[src/hdl/rjp_pkg.sv]
// ---------------------------------------------------------------------------
// rjp_pkg
// Shared types and constants of the RTP/JPEG packetizer
// ---------------------------------------------------------------------------
package rjp_pkg;

  // register indexes of the configuration port
  typedef enum logic [2:0] {
    Cfg_Max_Fragment   = 3'd0,
    Cfg_Tcp_Interleave = 3'd1,
    Cfg_Width_Blocks   = 3'd2,
    Cfg_Height_Blocks  = 3'd3,
    Cfg_Ts_Step        = 3'd4,
    Cfg_Ssrc           = 3'd5,
    Cfg_Quality        = 3'd6,
    Cfg_Jpeg_Type      = 3'd7
  } cfg_index_e;

  // register reset values
  localparam logic [10:0] Max_Fragment_Rst = 11'd1100;
  localparam logic        Tcp_Rst          = 1'b0;
  localparam logic [7:0]  Width_Rst        = 8'd80;
  localparam logic [7:0]  Height_Rst       = 8'd60;
  localparam logic [16:0] Ts_Step_Rst      = 17'd9000;
  localparam logic [31:0] Ssrc_Rst         = 32'h13f9_7e67;
  localparam logic [7:0]  Quality_Rst      = 8'h5e;
  localparam logic [7:0]  Jpeg_Type_Rst    = 8'h01;

  // header constants
  localparam logic [7:0]  Interleave_Magic = 8'h24;  // '$'
  localparam logic [7:0]  Rtp_First_Byte   = 8'h80;  // version 2
  localparam logic [6:0]  Rtp_Payload_Type = 7'h1a;  // JPEG
  localparam logic [11:0] Hdr_Overhead     = 12'd20; // RTP + JPEG headers

  // header byte positions; the prefix occupies 0..3, payload follows 23
  localparam logic [4:0]  Pos_Rtp_Start    = 5'd4;
  localparam logic [4:0]  Pos_Payload      = 5'd24;

  typedef struct packed {
    logic [10:0] max_fragment;
    logic        tcp_interleaved;
    logic [7:0]  width_blocks;
    logic [7:0]  height_blocks;
    logic [16:0] timestamp_step;
    logic [31:0] ssrc;
    logic [7:0]  quality_factor;
    logic [7:0]  jpeg_type;
  } cfg_t;

  // one byte handed from the core to the output register
  typedef struct packed {
    logic       valid;
    logic [7:0] out_byte;
    logic       packet_end;
    logic       item_end;
  } emit_t;

endpackage

[src/hdl/rtp_jpeg_packetizer_top.sv]
// ---------------------------------------------------------------------------
// rtp_jpeg_packetizer_top
// RTP/JPEG packetizer: cuts JPEG scan bytes into packets with headers
// ---------------------------------------------------------------------------
//  channel  dir  handshake               payload
//  in       in   in_valid_i/in_ready_o   jpeg_byte_i, frame_length_i
//  out      out  out_valid_o/out_ready_i out_byte_o, packet_end_o, item_end_o
//  cfg      in   cfg_valid_i/cfg_ready_o cfg_index_i, cfg_data_i
//
//  a byte inside a fragment is emitted on its own; the first byte of a fragment
//  follows the RTP and JPEG headers, and the interleaved prefix when enabled,
//  one header byte per cycle through the output register unless it stalls.
//  reset clears the packet state and loads register defaults.
//  an output stall holds the output register and backs up into the input.
// ---------------------------------------------------------------------------
module rtp_jpeg_packetizer_top (
  input  logic        clk_i,
  input  logic        rst_ni,
  input  logic        in_valid_i,
  output logic        in_ready_o,
  input  logic [7:0]  jpeg_byte_i,
  input  logic [23:0] frame_length_i,
  output logic        out_valid_o,
  input  logic        out_ready_i,
  output logic [7:0]  out_byte_o,
  output logic        packet_end_o,
  output logic        item_end_o,
  input  logic        cfg_valid_i,
  output logic        cfg_ready_o,
  input  logic [2:0]  cfg_index_i,
  input  logic [31:0] cfg_data_i
);

  rjp_pkg::cfg_t  cfg;
  rjp_pkg::emit_t emit;
  logic           load_ok;

  // register writes are always taken
  assign cfg_ready_o = 1'b1;

  rjp_cfg_regs u_cfg (
    .clk_i       (clk_i),
    .rst_ni      (rst_ni),
    .cfg_valid_i (cfg_valid_i),
    .cfg_index_i (cfg_index_i),
    .cfg_data_i  (cfg_data_i),
    .cfg_o       (cfg)
  );

  rjp_core u_core (
    .clk_i          (clk_i),
    .rst_ni         (rst_ni),
    .cfg_i          (cfg),
    .in_valid_i     (in_valid_i),
    .in_ready_o     (in_ready_o),
    .jpeg_byte_i    (jpeg_byte_i),
    .frame_length_i (frame_length_i),
    .load_ok_i      (load_ok),
    .emit_o         (emit)
  );

  rjp_out_reg u_out (
    .clk_i        (clk_i),
    .rst_ni       (rst_ni),
    .emit_i       (emit),
    .load_ok_o    (load_ok),
    .out_valid_o  (out_valid_o),
    .out_ready_i  (out_ready_i),
    .out_byte_o   (out_byte_o),
    .packet_end_o (packet_end_o),
    .item_end_o   (item_end_o)
  );

endmodule

[src/hdl/rjp_cfg_regs.sv]
// ---------------------------------------------------------------------------
// rjp_cfg_regs
// Configuration register file written through the cfg channel
// ---------------------------------------------------------------------------
module rjp_cfg_regs (
  input  logic          clk_i,
  input  logic          rst_ni,
  input  logic          cfg_valid_i,
  input  logic [2:0]    cfg_index_i,
  input  logic [31:0]   cfg_data_i,
  output rjp_pkg::cfg_t cfg_o
);

  rjp_pkg::cfg_t      cfg_q;
  rjp_pkg::cfg_index_e idx;

  assign idx   = rjp_pkg::cfg_index_e'(cfg_index_i);
  assign cfg_o = cfg_q;

  // register writes, one per transfer
  always_ff @(posedge clk_i or negedge rst_ni) begin
    if (!rst_ni) begin
      cfg_q.max_fragment    <= rjp_pkg::Max_Fragment_Rst;
      cfg_q.tcp_interleaved <= rjp_pkg::Tcp_Rst;
      cfg_q.width_blocks    <= rjp_pkg::Width_Rst;
      cfg_q.height_blocks   <= rjp_pkg::Height_Rst;
      cfg_q.timestamp_step  <= rjp_pkg::Ts_Step_Rst;
      cfg_q.ssrc            <= rjp_pkg::Ssrc_Rst;
      cfg_q.quality_factor  <= rjp_pkg::Quality_Rst;
      cfg_q.jpeg_type       <= rjp_pkg::Jpeg_Type_Rst;
    end else if (cfg_valid_i) begin
      unique case (idx)
        rjp_pkg::Cfg_Max_Fragment:   cfg_q.max_fragment    <= cfg_data_i[10:0];
        rjp_pkg::Cfg_Tcp_Interleave: cfg_q.tcp_interleaved <= cfg_data_i[0];
        rjp_pkg::Cfg_Width_Blocks:   cfg_q.width_blocks    <= cfg_data_i[7:0];
        rjp_pkg::Cfg_Height_Blocks:  cfg_q.height_blocks   <= cfg_data_i[7:0];
        rjp_pkg::Cfg_Ts_Step:        cfg_q.timestamp_step  <= cfg_data_i[16:0];
        rjp_pkg::Cfg_Ssrc:           cfg_q.ssrc            <= cfg_data_i;
        rjp_pkg::Cfg_Quality:        cfg_q.quality_factor  <= cfg_data_i[7:0];
        rjp_pkg::Cfg_Jpeg_Type:      cfg_q.jpeg_type       <= cfg_data_i[7:0];
        default: ;
      endcase
    end
  end

endmodule

[src/hdl/rjp_core.sv]
// ---------------------------------------------------------------------------
// rjp_core
// Input register, packet state and header sequencing; while not stalled, one byte out per cycle
// ---------------------------------------------------------------------------
module rjp_core (
  input  logic           clk_i,
  input  logic           rst_ni,
  input  rjp_pkg::cfg_t  cfg_i,
  input  logic           in_valid_i,
  output logic           in_ready_o,
  input  logic [7:0]     jpeg_byte_i,
  input  logic [23:0]    frame_length_i,
  input  logic           load_ok_i,
  output rjp_pkg::emit_t emit_o
);

  // held input item
  logic        held_q;
  logic [7:0]  byte_q;
  logic [23:0] flen_q;

  // packet state
  logic [15:0] seq_q;
  logic [31:0] ts_q;
  logic [23:0] off_q;
  logic [10:0] left_q;

  // header sequencing and fragment decision taken at header start
  logic [4:0]  cnt_q;
  logic [10:0] frag_q;
  logic        last_q;
  logic [23:0] offe_q;

  logic [23:0] flen_eff;
  logic        new_frag;
  logic [4:0]  pos;
  logic        at_payload;
  logic        emit;
  logic        finish;
  logic [23:0] off_now;
  logic [23:0] rem;
  logic [10:0] mf;
  logic        mf_lt;
  logic [10:0] frag_c;
  logic [11:0] psize;
  logic [7:0]  hdr_byte;
  logic [10:0] base_left;
  logic [23:0] base_off;
  logic [10:0] left_n;
  logic [23:0] off_n;
  logic        frame_done;

  assign flen_eff   = (flen_q == 24'd0) ? 24'd1 : flen_q;
  assign new_frag   = (left_q == 11'd0);
  assign pos        = cnt_q + (cfg_i.tcp_interleaved ? 5'd0 : rjp_pkg::Pos_Rtp_Start);
  assign at_payload = !new_frag || (pos == rjp_pkg::Pos_Payload);
  assign emit       = held_q && load_ok_i;
  assign finish     = emit && at_payload;
  assign in_ready_o = !held_q || finish;

  // fragment size decision, stale offset restarts the frame
  assign off_now = (off_q >= flen_eff) ? 24'd0 : off_q;
  assign rem     = flen_eff - off_now;
  assign mf      = (cfg_i.max_fragment == 11'd0) ? 11'd1 : cfg_i.max_fragment;
  assign mf_lt   = ({13'd0, mf} < rem);
  assign frag_c  = mf_lt ? mf : rem[10:0];
  assign psize   = {1'b0, frag_q} + rjp_pkg::Hdr_Overhead;

  // header byte at the current position
  always_comb begin
    case (pos)
      5'd0:    hdr_byte = rjp_pkg::Interleave_Magic;
      5'd1:    hdr_byte = 8'h00;
      5'd2:    hdr_byte = {4'h0, psize[11:8]};
      5'd3:    hdr_byte = psize[7:0];
      5'd4:    hdr_byte = rjp_pkg::Rtp_First_Byte;
      5'd5:    hdr_byte = {last_q, rjp_pkg::Rtp_Payload_Type};
      5'd6:    hdr_byte = seq_q[15:8];
      5'd7:    hdr_byte = seq_q[7:0];
      5'd8:    hdr_byte = ts_q[31:24];
      5'd9:    hdr_byte = ts_q[23:16];
      5'd10:   hdr_byte = ts_q[15:8];
      5'd11:   hdr_byte = ts_q[7:0];
      5'd12:   hdr_byte = cfg_i.ssrc[31:24];
      5'd13:   hdr_byte = cfg_i.ssrc[23:16];
      5'd14:   hdr_byte = cfg_i.ssrc[15:8];
      5'd15:   hdr_byte = cfg_i.ssrc[7:0];
      5'd16:   hdr_byte = 8'h00;
      5'd17:   hdr_byte = offe_q[23:16];
      5'd18:   hdr_byte = offe_q[15:8];
      5'd19:   hdr_byte = offe_q[7:0];
      5'd20:   hdr_byte = cfg_i.jpeg_type;
      5'd21:   hdr_byte = cfg_i.quality_factor;
      5'd22:   hdr_byte = cfg_i.width_blocks;
      5'd23:   hdr_byte = cfg_i.height_blocks;
      default: hdr_byte = 8'h00;
    endcase
  end

  // payload byte bookkeeping
  assign base_left  = new_frag ? frag_q : left_q;
  assign base_off   = new_frag ? offe_q : off_q;
  assign left_n     = base_left - 11'd1;
  assign off_n      = base_off + 24'd1;
  assign frame_done = (left_n == 11'd0) && ((off_n >= flen_eff) || (off_n == 24'd0));

  assign emit_o.valid      = emit;
  assign emit_o.out_byte   = at_payload ? byte_q : hdr_byte;
  assign emit_o.packet_end = at_payload && (left_n == 11'd0);
  assign emit_o.item_end   = at_payload;

  // input register
  always_ff @(posedge clk_i or negedge rst_ni) begin
    if (!rst_ni) begin
      held_q <= 1'b0;
    end else if (in_ready_o) begin
      held_q <= in_valid_i;
    end
  end

  always_ff @(posedge clk_i) begin
    if (in_ready_o && in_valid_i) begin
      byte_q <= jpeg_byte_i;
      flen_q <= frame_length_i;
    end
  end

  // fragment decision registered with the first header byte
  always_ff @(posedge clk_i) begin
    if (emit && new_frag && (cnt_q == 5'd0)) begin
      frag_q <= frag_c;
      last_q <= !mf_lt;
      offe_q <= off_now;
    end
  end

  // packet state and header counter
  always_ff @(posedge clk_i or negedge rst_ni) begin
    if (!rst_ni) begin
      seq_q  <= 16'd0;
      ts_q   <= 32'd0;
      off_q  <= 24'd0;
      left_q <= 11'd0;
      cnt_q  <= 5'd0;
    end else if (finish) begin
      left_q <= left_n;
      off_q  <= frame_done ? 24'd0 : off_n;
      cnt_q  <= 5'd0;
      if (frame_done) begin
        ts_q <= ts_q + {15'd0, cfg_i.timestamp_step};
      end
      if (new_frag) begin
        seq_q <= seq_q + 16'd1;
      end
    end else if (emit) begin
      cnt_q <= cnt_q + 5'd1;
    end
  end

endmodule

[src/hdl/rjp_out_reg.sv]
// ---------------------------------------------------------------------------
// rjp_out_reg
// Result register between the core and the output channel
// ---------------------------------------------------------------------------
module rjp_out_reg (
  input  logic           clk_i,
  input  logic           rst_ni,
  input  rjp_pkg::emit_t emit_i,
  output logic           load_ok_o,
  output logic           out_valid_o,
  input  logic           out_ready_i,
  output logic [7:0]     out_byte_o,
  output logic           packet_end_o,
  output logic           item_end_o
);

  logic       valid_q;
  logic [7:0] byte_q;
  logic       pend_q;
  logic       iend_q;

  // free when empty or emptied by a transfer this cycle
  assign load_ok_o = !valid_q || out_ready_i;

  always_ff @(posedge clk_i or negedge rst_ni) begin
    if (!rst_ni) begin
      valid_q <= 1'b0;
    end else if (load_ok_o) begin
      valid_q <= emit_i.valid;
    end
  end

  always_ff @(posedge clk_i) begin
    if (load_ok_o && emit_i.valid) begin
      byte_q <= emit_i.out_byte;
      pend_q <= emit_i.packet_end;
      iend_q <= emit_i.item_end;
    end
  end

  assign out_valid_o  = valid_q;
  assign out_byte_o   = byte_q;
  assign packet_end_o = pend_q;
  assign item_end_o   = iend_q;

endmodule

[config.mk]
export PLATFORM = sky130hd
export DESIGN_NAME = rtp_jpeg_packetizer_top
export DESIGN_NICKNAME = d
export VERILOG_FILES = /design/src/hdl/rjp_pkg.sv /design/src/hdl/rtp_jpeg_packetizer_top.sv /design/src/hdl/rjp_cfg_regs.sv /design/src/hdl/rjp_core.sv /design/src/hdl/rjp_out_reg.sv
export SDC_FILE = /design/constraint.sdc
export NUM_CORES = 1
export LEC_CHECK = 0
export BUFFER_PORTS_ARGS = -buffer_cell sky130_fd_sc_hd__buf_4
export CORE_MARGIN = 1
export CORE_UTILIZATION = 45
export DETAILED_ROUTE_END_ITERATION = 7
export GPL_ROUTABILITY_DRIVEN = 0
export PLACE_DENSITY = 0.6
export SLEW_MARGIN = 5
export SYNTH_ARGS = -nofsm -noshare
export SYNTH_HDL_FRONTEND = slang
export SYNTH_SLANG_ARGS = --single-unit
[constraint.sdc]
create_clock -name clk_i -period 18.05 [get_ports clk_i]
set_clock_uncertainty 0.1 [all_clocks]
set_input_delay 0.9025 -clock clk_i [delete_from_list [all_inputs] [get_ports clk_i]]
set_output_delay 0.9025 -clock clk_i [all_outputs]
set_load 0.005 [all_outputs]
==> results_dict.tcl, run 1 <==
set metrics [dict create \
    worstSetupPathType "reg2reg" \
    async_flop_share 0.701 \
    dieWidth_um 193 \
    grt_pass1_wl_mm 77.1 \
    nFillCells 3207 \
    grt_max_degree 116 \
    grt_setup_unrepaired "false" \
    period_share 0.431 \
    final_max_slew_viol_count 0 \
    power_density_mw_per_mm2 130 \
    timing.hold.worst.class "in2async" \
    dpl_cell_area_sq_mm 0.0173 \
    placeableCoreArea_sq_mm 0.0357 \
    hpwl_mm 38.3 \
    drt_iter0_drc 1387 \
    dieArea_sq_mm 0.0371 \
    cts_tree "yes" \
    root_buffer "clkbuf_16" \
    worstPathRequired_ns 18.29 \
    avgSynthCellArea_sq_um 9.96 \
    grt_overflow_total 0 \
    finalNonFillerCells 2173 \
    critPathSlowestCell "a2111oi_0" \
    fin_area_sq_mm 0.0185 \
    ioPinCount 85 \
    remaining_drc_errors 12 \
    synthToLayoutAreaGrowth_pct 13.0 \
    dp_cells 2115 \
    r2r_end "u_core.frag_q[1]" \
    period_minus_slack_ns 7.78 \
    worst-r2r-setup-slack_ns 10.27 \
    crit_path_start_kind "register" \
    arrival_ns 8.02 \
    hold_viol 0 \
    drive_gt1_frac 0.188 \
    ys.flop_type "dfrtp_1" \
    fp-row-count 69 \
    grt_util_all_layers 0.276 \
    maxCapViolCount 0 \
    path_max_fanout 23 \
    crit_path_end_kind "register" \
    synth_cell_type_count 74 \
    diodes 0 \
    grt_pass1_vias 12800 \
    drt_first_pass_iters 8 \
    routed_wl_mm 50.5 \
    htreeDepth 1 \
    peakVddDrop_mv 0.116 \
    violations "DRC" \
    ys_seq_elements 261 \
    syn-num-nets 1825 \
    ys_seq_area_frac 0.426 \
    post_drt_wl_per_cell_um 23.2 \
    clock-sinks 261 \
    cts_hold_buf 0 \
    start_util 0.459 \
    io_buffers 83 \
    slew_headroom 0.275 \
    postCtsSetupBuffers 0 \
    p_leak_nw 8.09 \
    nNetsFinal 1870 \
    syn_area_sq_mm 0.0164 \
    clkTransAtPathRegs_ns 0.06 \
    cts_buffers 31 \
    vias 13300 \
    grt_antenna_before_repair 0 \
    clock_path_buffers 3 \
    reg2reg_from "u_core.flen_q[1]" \
    tns_ns 0 \
    crit_top_cell "a21oi_1" \
    drtAntennaViolNets 0 \
    status "finished with violations" \
    die_y_um 193 \
    setup_viol 0 \
    post_drt_via_cell_ratio 6.13 \
    worst_path_largest_cell_delay_ns 0.70 \
    syn_inst 1642 \
    worst_pin_slew_ns 1.08 \
    clock.fmax_ghz 0.129 \
    ys_warn_count 0 \
    insertion_delay_ns 0.61 \
    synth_edf_count 78 \
    r2r_cells 32 \
    total_power_mw 2.39 \
    ctsResizeCount 0 \
]
## per-stage QoR
stage | utilization | hold WS (ns) | setup WS (ns)
2_1_floorplan | - | 0.341 | 11.45
4_1_cts | 0.518 | 0.352 | 10.26
6_report | 0.518 | 0.291 | 10.27
3_5_place_dp | 0.487 | 0.365 | 10.32
5_1_grt | 0.518 | 0.358 | 9.54
3_3_place_gp | 0.487 | 0.359 | 10.53
## flip-flops by register name, indices dropped and copies added, names as in the netlist
signal              cells
u_cfg.cfg_o            93
u_core.byte_q           8
u_core.cnt_q            5
u_core.flen_q          24
u_core.frag_q          11
u_core.held_q           1
u_core.last_q           1
u_core.left_q          11
u_core.off_q           24
u_core.offe_q          24
u_core.seq_q           16
u_core.ts_q            32
u_out.item_end_o        1
u_out.out_byte_o        8
u_out.out_valid_o       1
u_out.packet_end_o      1
## metal layers
| layer | vias up | GRT usage | part of all wire |
|---|---|---|---|
| met3 | 95 | 0.0473 | 0.073 |
| li1 | 6104 | - | - |
| met4 | 0 | 0.0812 | 0.030 |
| met5 | - | 0 | 0 |
| met1 | 6615 | 0.390 | 0.45 |
| met2 | 505 | 0.432 | 0.45 |
## cells in the mapped netlist, types with 7 or more instances
master	number	area, sq um
nand2_1	152	571
dfrtp_1	142	3550
ha_1	109	1360
mux2_2	96	1080
inv_1	91	342
nor2_1	91	342
o21ai_0	82	410
edfxtp_1	78	2340
a21oi_1	77	385
clkbuf_1	77	289
xnor2_1	58	508
nand3_1	47	235
xor2_1	42	368
dfstp_2	41	1080
nand4_1	41	257
nor3_1	39	195
a22oi_1	37	278
mux2i_1	31	310
nor4_1	24	150
a22o_1	23	201
nand2b_1	21	131
and2_1	17	106
a21o_1	16	120
and3_1	13	81.3
or3_1	12	75.1
a222oi_1	11	110
a221oi_1	10	87.6
nor2b_1	10	62.6
o31ai_1	10	75.1
a211oi_1	9	67.6
a31oi_1	8	50.1
mux2_4	8	120
o21a_1	8	60.1
nor4b_1	7	61.3
or4_1	7	52.6
## worst max-delay path by stage
stage	slack, ns	start	endpoint
6_report	10.27	u_core.flen_q[1]	u_core.frag_q[1]
5_1_grt	9.54	u_core.flen_q[1]	u_core.frag_q[1]
4_1_cts	10.26	u_core.flen_q[1]	u_core.frag_q[1]
3_5_place_dp	10.32	u_core.flen_q[1]	u_core.frag_q[1]
3_3_place_gp	10.53	u_core.flen_q[1]	u_core.frag_q[1]
2_1_floorplan	11.45	u_core.left_q[1]	u_core.ts_q[10]
## report_power, final
group	internal, mW	switching (mW)	total [mW]
Combinational	0.353	0.502	0.855
Sequential	0.732	0.124	0.856
Clock	0.410	0.272	0.683
## worst max-delay path, delay by kind of cell, from the launching register on
family,cells,cell delay (ns)
AOI/OAI and AO/OA,12,2.40
adders and majority gates,3,0.65
muxes,1,0.53
buffers and inverters,1,0.23
DFF,1,0.46
and+or+nand+nor,14,3.03
xor gates and xnor gates,1,0.11
## logic make-up after synthesis
group	after synthesis	synth area share
other	1	0.000229
AND/OR/NAND/NOR	511	0.158
XOR/XNOR	100	0.0536
adder cells (fa/ha/maj)	111	0.0859
buffers and inverters	180	0.0434
flip-flops	261	0.426
multiplexers	135	0.0924
AO/OA/AOI/OAI	343	0.140
## layout make-up
cell class                 instances  area (sq um)  share of cell area
inverter                          91           342              0.0185
timing repair buffer             101           764              0.0414
sequential                       261          6970               0.377
clock inverter                    15           159             0.00860
tap                              461           577              0.0312
multi-input combinational       1201          8690               0.470
clock buffer                      43           978              0.0529
## layout by cell type (no fill, tap or decap), types with 10 or more instances in the layout
cell / netlist / routed
a22o_1: 23 / 23
mux2i_1: 31 / 31
nand3_1: 47 / 47
xnor2_1: 58 / 58
a21o_1: 16 / 16
a222oi_1: 11 / 11
clkbuf_16: 0 / 37
ha_1: 109 / 109
edfxtp_1: 78 / 78
nor3_1: 39 / 37
inv_1: 91 / 91
a22oi_1: 37 / 37
o31ai_1: 10 / 10
nand2_1: 152 / 152
and2_1: 17 / 17
and3_1: 13 / 13
nand4_1: 41 / 41
o21ai_0: 82 / 82
nor2_1: 91 / 91
buf_4: 1 / 100
nor2b_1: 10 / 10
a221oi_1: 10 / 10
dfstp_2: 41 / 41
dfrtp_1: 142 / 142
nor4_1: 24 / 23
xor2_1: 42 / 42
a21oi_1: 77 / 77
mux2_2: 96 / 96
or3_1: 12 / 12
nand2b_1: 21 / 21
Power figures use the tool's default switching activity.
==> inputs of run 2 (changes only) <==
--- a/config.mk
+++ b/config.mk
@@ -5,6 +5,7 @@
 export SDC_FILE = /design/constraint.sdc
 export NUM_CORES = 1
 export LEC_CHECK = 0
+export ABC_AREA = 1
 export BUFFER_PORTS_ARGS = -buffer_cell sky130_fd_sc_hd__buf_4
 export CORE_MARGIN = 1
 export CORE_UTILIZATION = 45
==> constraint.sdc (replaced) <==
create_clock -name clk_i -period 8 [get_ports clk_i]
set_clock_uncertainty 0.1 [all_clocks]
set_input_delay 0.4 -clock clk_i [delete_from_list [all_inputs] [get_ports clk_i]]
set_output_delay 0.4 -clock clk_i [all_outputs]
set_load 0.005 [all_outputs]
==> results_dict.tcl, run 2 <==
set metrics [dict create \
    worst_path_largest_cell_delay_ns 0.63 \
    peakVddDrop_mv 0.175 \
    power_density_mw_per_mm2 280 \
    critPathSlowestCell "a21oi_1" \
    setup_viol 0 \
    worst_pin_slew_ns 1.16 \
    synthTopCellsByArea "dfrtp_1 (20%), nand2_1 (14%), edfxtp_1 (13%), ha_1 (7.9%), inv_1 (6.9%)" \
    ys_seq_elements 261 \
    fp-row-count 71 \
    grt_pass1_wl_mm 87.5 \
    routed_wl_mm 55.8 \
    diodes 0 \
    worstSetupPathType "reg2reg" \
    synth_cell_type_count 50 \
    nNetsFinal 2609 \
    ys.flop_type "dfrtp_1" \
    io_buffers 83 \
    final_max_slew_viol_count 0 \
    remaining_drc_errors 0 \
    worstPathRequired_ns 8.36 \
    r2r_cells 32 \
    clock_path_buffers 3 \
    period_minus_slack_ns 6.27 \
    drive_gt1_frac 0.0902 \
    arrival_ns 6.63 \
    grt_max_degree 104 \
    dieArea_sq_mm 0.0394 \
    clock.fmax_ghz 0.160 \
    timing.hold.worst.class "in2reg" \
    synthToLayoutAreaGrowth_pct 15.3 \
    slew_headroom 0.219 \
    path_max_fanout 12 \
    utilization 0.529 \
    ys_warn_count 0 \
    hold_end "u_cfg.cfg_o[63]" \
    cts_tree "yes" \
    layout_common_cells "nand2_1 (653), inv_1 (317), nor2_1 (188)" \
    yosys.cell_count.top_type "nand2_1" \
    period_share 0.784 \
    vias 16400 \
    final_common_cell "nand2_1" \
    hp-start "cfg_data_i[15]" \
    finalNonFillerCells 2961 \
    crit_top_cell "nand2_1" \
    async_flop_share 0.701 \
    dpl_cell_area_sq_mm 0.0184 \
    fin_area_sq_mm 0.0200 \
    dieWidth_um 198 \
    root_buffer "clkbuf_16" \
    hpwl_mm 42.3 \
    grt_setup_unrepaired "false" \
    total_power_mw 5.60 \
    clkTransAtPathRegs_ns 0.06 \
    cts_buffers 31 \
    r2r_end "u_core.frag_q[4]" \
    syn_inst 2325 \
    grt_antenna_before_repair 0 \
    reg2reg_from "u_core.flen_q[3]" \
    htreeDepth 1 \
    grt_pass1_vias 15600 \
    clock-sinks 261 \
    worst_slack_ns 1.73 \
    p_leak_nw 9.82 \
    post_drt_wl_per_cell_um 18.8 \
    ioPinCount 85 \
    postCtsSetupBuffers 0 \
    drtAntennaViolNets 0 \
    crit_path_end_kind "register" \
    crit_path_start_kind "register" \
    largest_reg_flops 93 \
    whs_ns 0.0307 \
    dp_cells 2842 \
    worst-r2r-setup-slack_ns 1.73 \
    syn-num-nets 2508 \
    maxCapViolCount 0 \
    syn_area_sq_mm 0.0174 \
    placeableCoreArea_sq_mm 0.0378 \
    tns_ns 0 \
    ctsResizeCount 0 \
    dp_slack_ns 1.78 \
    synth_top_area_share 0.205 \
    start_util 0.459 \
    ys_seq_area_frac 0.402 \
    drt_first_pass_iters 6 \
    synth_edf_count 78 \
    grt_overflow_total 0 \
    hold_viol 0 \
    nFillCells 3720 \
    cts_hold_buf 62 \
    die_y_um 198 \
    status "completed" \
    grt_util_all_layers 0.288 \
    post_drt_via_cell_ratio 5.53 \
    insertion_delay_ns 0.59 \
    synth_top_cell_by_area "dfrtp_1" \
    ys_top_cells_by_count "nand2_1 (653), inv_1 (317), nor2_1 (188)" \
    holdPathStages 3 \
    drt_iter0_drc 1577 \
    avgSynthCellArea_sq_um 7.47 \
]
## run 2: cell count changes in the layout (fill, tap and decap cells not counted), moves of 37 or more
cell	change
xnor2_1	-45
a22oi_1	-37
mux2_2	-81
o21ai_0	+74
nand2_1	+501
nor2_1	+97
nand3_1	+110
inv_1	+226
dlygate4sd3_1	+62
## run 2: cell type report
type,instances,area [sq um],area share
Clock buffer,43,882,0.0441
Clock inverter,14,138,0.00687
Inverter,319,1200,0.0598
Multi-Input combinational cell,1653,8830,0.441
Sequential cell,261,6970,0.348
Tap cell,511,639,0.0319
Timing Repair Buffer,160,1360,0.0680
## run 2: cell families after synthesis
group,synth area share
simple gates,0.282
buf+inv,0.0909
compound gates,0.106
flops,0.402
fa+ha+maj,0.0809
xor+xnor,0.0283
mux,0.00973
other cells,0.000216
## run 2: power by group
| group | total (mW) | internal [mW] | switching [mW] |
|---|---|---|---|
| logic | 2.33 | 0.762 | 1.57 |
| clock network | 1.43 | 0.835 | 0.592 |
| registers | 1.84 | 1.65 | 0.189 |
## run 2: layer usage
| layer | vias to the layer above | GRT usage | part of all wire |
|---|---|---|---|
| li1 | 7853 | - | - |
| met1 | 7794 | 0.406 | 0.45 |
| met2 | 619 | 0.457 | 0.45 |
| met3 | 115 | 0.0319 | 0.066 |
| met4 | 0 | 0.103 | 0.040 |
| met5 | - | 0 | 0 |
## run 2: worst max-delay path by stage
stage / cells after the start / from / slack [ns] / end
after floorplan: 33 / u_core.flen_q[7] / 3.31 / u_core.frag_q[0]
after global placement: 32 / u_core.flen_q[3] / 2.00 / u_core.frag_q[2]
after detailed placement: 32 / u_core.flen_q[3] / 1.78 / u_core.frag_q[5]
after CTS: 32 / u_core.flen_q[3] / 1.76 / u_core.frag_q[5]
after global routing: 32 / u_core.flen_q[3] / 1.26 / u_core.frag_q[5]
final: 32 / u_core.flen_q[3] / 1.73 / u_core.frag_q[4]
## run 2: critical path: cells and delay by family, from the launching register on
| family | cells | cell delay (ns) |
|---|---|---|
| buffers and inverters | 4 | 0.32 |
| flip-flops | 1 | 0.42 |
| adder cells (fa/ha/maj) | 3 | 0.85 |
| AO/OA/AOI/OAI | 6 | 1.89 |
| AND/OR/NAND/NOR | 18 | 2.33 |
| XOR/XNOR | 1 | 0.23 |
==> inputs of run 3 (changes only) <==
--- a/config.mk
+++ b/config.mk
@@ -5,7 +5,7 @@
 export SDC_FILE = /design/constraint.sdc
 export NUM_CORES = 1
 export LEC_CHECK = 0
-export ABC_AREA = 1
+export ABC_AREA = 0
 export BUFFER_PORTS_ARGS = -buffer_cell sky130_fd_sc_hd__buf_4
 export CORE_MARGIN = 1
 export CORE_UTILIZATION = 45
==> constraint.sdc (replaced) <==
create_clock -name clk_i -period 6.5 [get_ports clk_i]
set_clock_uncertainty 0.1 [all_clocks]
set_input_delay 0.325 -clock clk_i [delete_from_list [all_inputs] [get_ports clk_i]]
set_output_delay 0.325 -clock clk_i [all_outputs]
set_load 0.005 [all_outputs]
==> results_dict.tcl, run 3 (synthesis gave the netlist of run 1 again) <==
set metrics [dict create \
    status "finished with violations" \
    violations "DRC, capacitance limit" \
    ioPinCount 85 \
    r2r_cells 34 \
    r2r_end "u_core.frag_q[4]" \
    io_buffers 83 \
    die_y_um 193 \
    post_drt_wl_per_cell_um 22.2 \
    largest_reg_flops 93 \
    routed_wl_mm 51.9 \
    clock.fmax_ghz 0.157 \
    grt_util_all_layers 0.281 \
    p_leak_nw 8.86 \
    cp_top_family "simple AND/OR/NAND/NOR gates" \
    nNetsFinal 2039 \
    hold_end "u_cfg.cfg_o[81]" \
    tns_ns 0 \
    insertion_delay_ns 0.60 \
    reg2reg_from "u_core.flen_q[19]" \
    p_switching_mw 2.58 \
    dieWidth_um 193 \
    placeableCoreArea_sq_mm 0.0357 \
    drt_iter0_drc 1407 \
    post_drt_via_cell_ratio 5.90 \
    start_util 0.459 \
    clkTransAtPathRegs_ns 0.06 \
    cp_num_buf_inv 3 \
    grt_pass1_vias 13200 \
    grt_pass1_wl_mm 78.6 \
    drt_first_pass_iters 8 \
    timing.hold.worst.class "in2reg" \
    worst_slack_ns 0.125 \
    p_seq_frac 0.325 \
    htreeDepth 1 \
    cts_tree "yes" \
    final_common_cell "buf_4" \
    peakVddDrop_mv 0.266 \
    grt_setup_unrepaired "true" \
    crit_path_start_kind "register" \
    holdPathStages 3 \
    diodes 0 \
    period_minus_slack_ns 6.38 \
    power_density_mw_per_mm2 352 \
    cts_buffers 31 \
    synthToLayoutAreaGrowth_pct 22.8 \
    p_sw_frac 0.365 \
    setup_viol 0 \
    seq_area_sq_mm 0.00697 \
    vias 13800 \
    multi_input_area_sq_mm 0.00889 \
    dp_slack_ns -0.253 \
    hpwl_mm 38.7 \
    drtAntennaViolNets 0 \
    path_max_fanout 5 \
    drive_gt1_frac 0.238 \
    clkPwrFrac 0.264 \
    hold_viol 0 \
    period_share 0.981 \
    clock-sinks 261 \
    remaining_drc_errors 14 \
    clock_path_buffers 3 \
    grt_max_degree 76 \
    maxCapViolCount 1 \
    dieArea_sq_mm 0.0371 \
    hp-start "cfg_index_i[2]" \
    worst_pin_slew_ns 1.47 \
    final_max_slew_viol_count 0 \
    slew_headroom 0.0146 \
    grt_antenna_before_repair 2 \
    root_buffer "clkbuf_16" \
    p_comb_frac 0.411 \
    worst-r2r-setup-slack_ns 0.12 \
    cell_internal_pwr_mw 4.48 \
    arrival_ns 6.60 \
    worstSetupPathType "reg2reg" \
    fp-row-count 69 \
    layout_common_cells "buf_4 (199), nand2_1 (150), dfrtp_1 (142)" \
    crit_path_end_kind "register" \
    grt_overflow_total 0 \
    worstPathRequired_ns 6.72 \
    worst_path_largest_cell_delay_ns 0.49 \
    critPathSlowestCell "or4b_4" \
    nFillCells 3078 \
]
run 3: changes by cell type in the layout (fill, tap and decap cells not counted), sizes merged, moves of 45 or more:
cell	change
nand2	-503
inv	-225
nand3	-111
buf	+105
nor2	-105
mux2	+89
o21ai	-82
xnor2	+45
run 3: power by group through the flow:
stage	registers (mW)	logic [mW]	clock network, mW
CTS	2.29	2.74	1.89
detailed placement	2.32	2.67	0
finish	2.30	2.90	1.86
global route	2.33	3.19	1.95
floorplan	2.24	1.72	0
global placement	2.31	2.62	0
run 3: worst max-delay path by stage:
stage | startpoint | endpoint | cells past startpoint
global route | u_core.flen_q[19] | u_core.frag_q[4] | 34
global placement | u_core.flen_q[19] | u_core.frag_q[2] | 30
detailed placement | u_core.flen_q[19] | u_core.frag_q[0] | 30
finish | u_core.flen_q[19] | u_core.frag_q[4] | 34
CTS | u_core.flen_q[22] | u_core.frag_q[1] | 29
floorplan | u_core.flen_q[19] | u_core.frag_q[0] | 33
run 3: repair_timing:
item	CTS	global route
gates cloned	1	0
pin swaps	3	24
hold buffers	67	0
buffers inserted	0	5
resized for setup	13	37
endpoints found under the hold margin	163	0
endpoints found under the setup margin	11	17
run 3: worst register-to-register path, delay by kind of cell, from the launching register on:
family	cells	cell delay [ns]
AO/OA/AOI/OAI	13	2.09
XOR/XNOR	1	0.10
adder cells (fa/ha/maj)	3	0.61
buffers and inverters	3	0.57
flip-flops	1	0.38
multiplexers	1	0.14
AND/OR/NAND/NOR	13	2.14
run 3: cell type report:
cell class	instances	area share
Multi-Input combinational cell	1201	0.443
Sequential cell	261	0.347
Timing Repair Buffer	270	0.110
Clock buffer	40	0.0434
Tap cell	461	0.0287
Inverter	91	0.0170
Clock inverter	18	0.0107
run 3: routing by layer:
| layer | track usage | part of all wire | up-vias |
|---|---|---|---|
| met5 | 0 | 0 | - |
| li1 | - | - | 6433 |
| met4 | 0.0996 | 0.038 | 0 |
| met3 | 0.0558 | 0.080 | 109 |
| met1 | 0.380 | 0.43 | 6719 |
| met2 | 0.446 | 0.45 | 548 |
run 3: per-stage QoR:
stage	std cells	power, mW	hold WS [ns]	instance area (sq um)	util
finish	2342	7.06	0.0873	20100	0.563
global route	2342	7.47	0.0821	20100	0.563
CTS	2338	6.92	0.0646	19900	0.558
detailed placement	2212	4.98	0.211	18100	0.507
global placement	2212	4.93	0.215	18100	0.507
floorplan	1642	3.96	-0.0706	16400	-
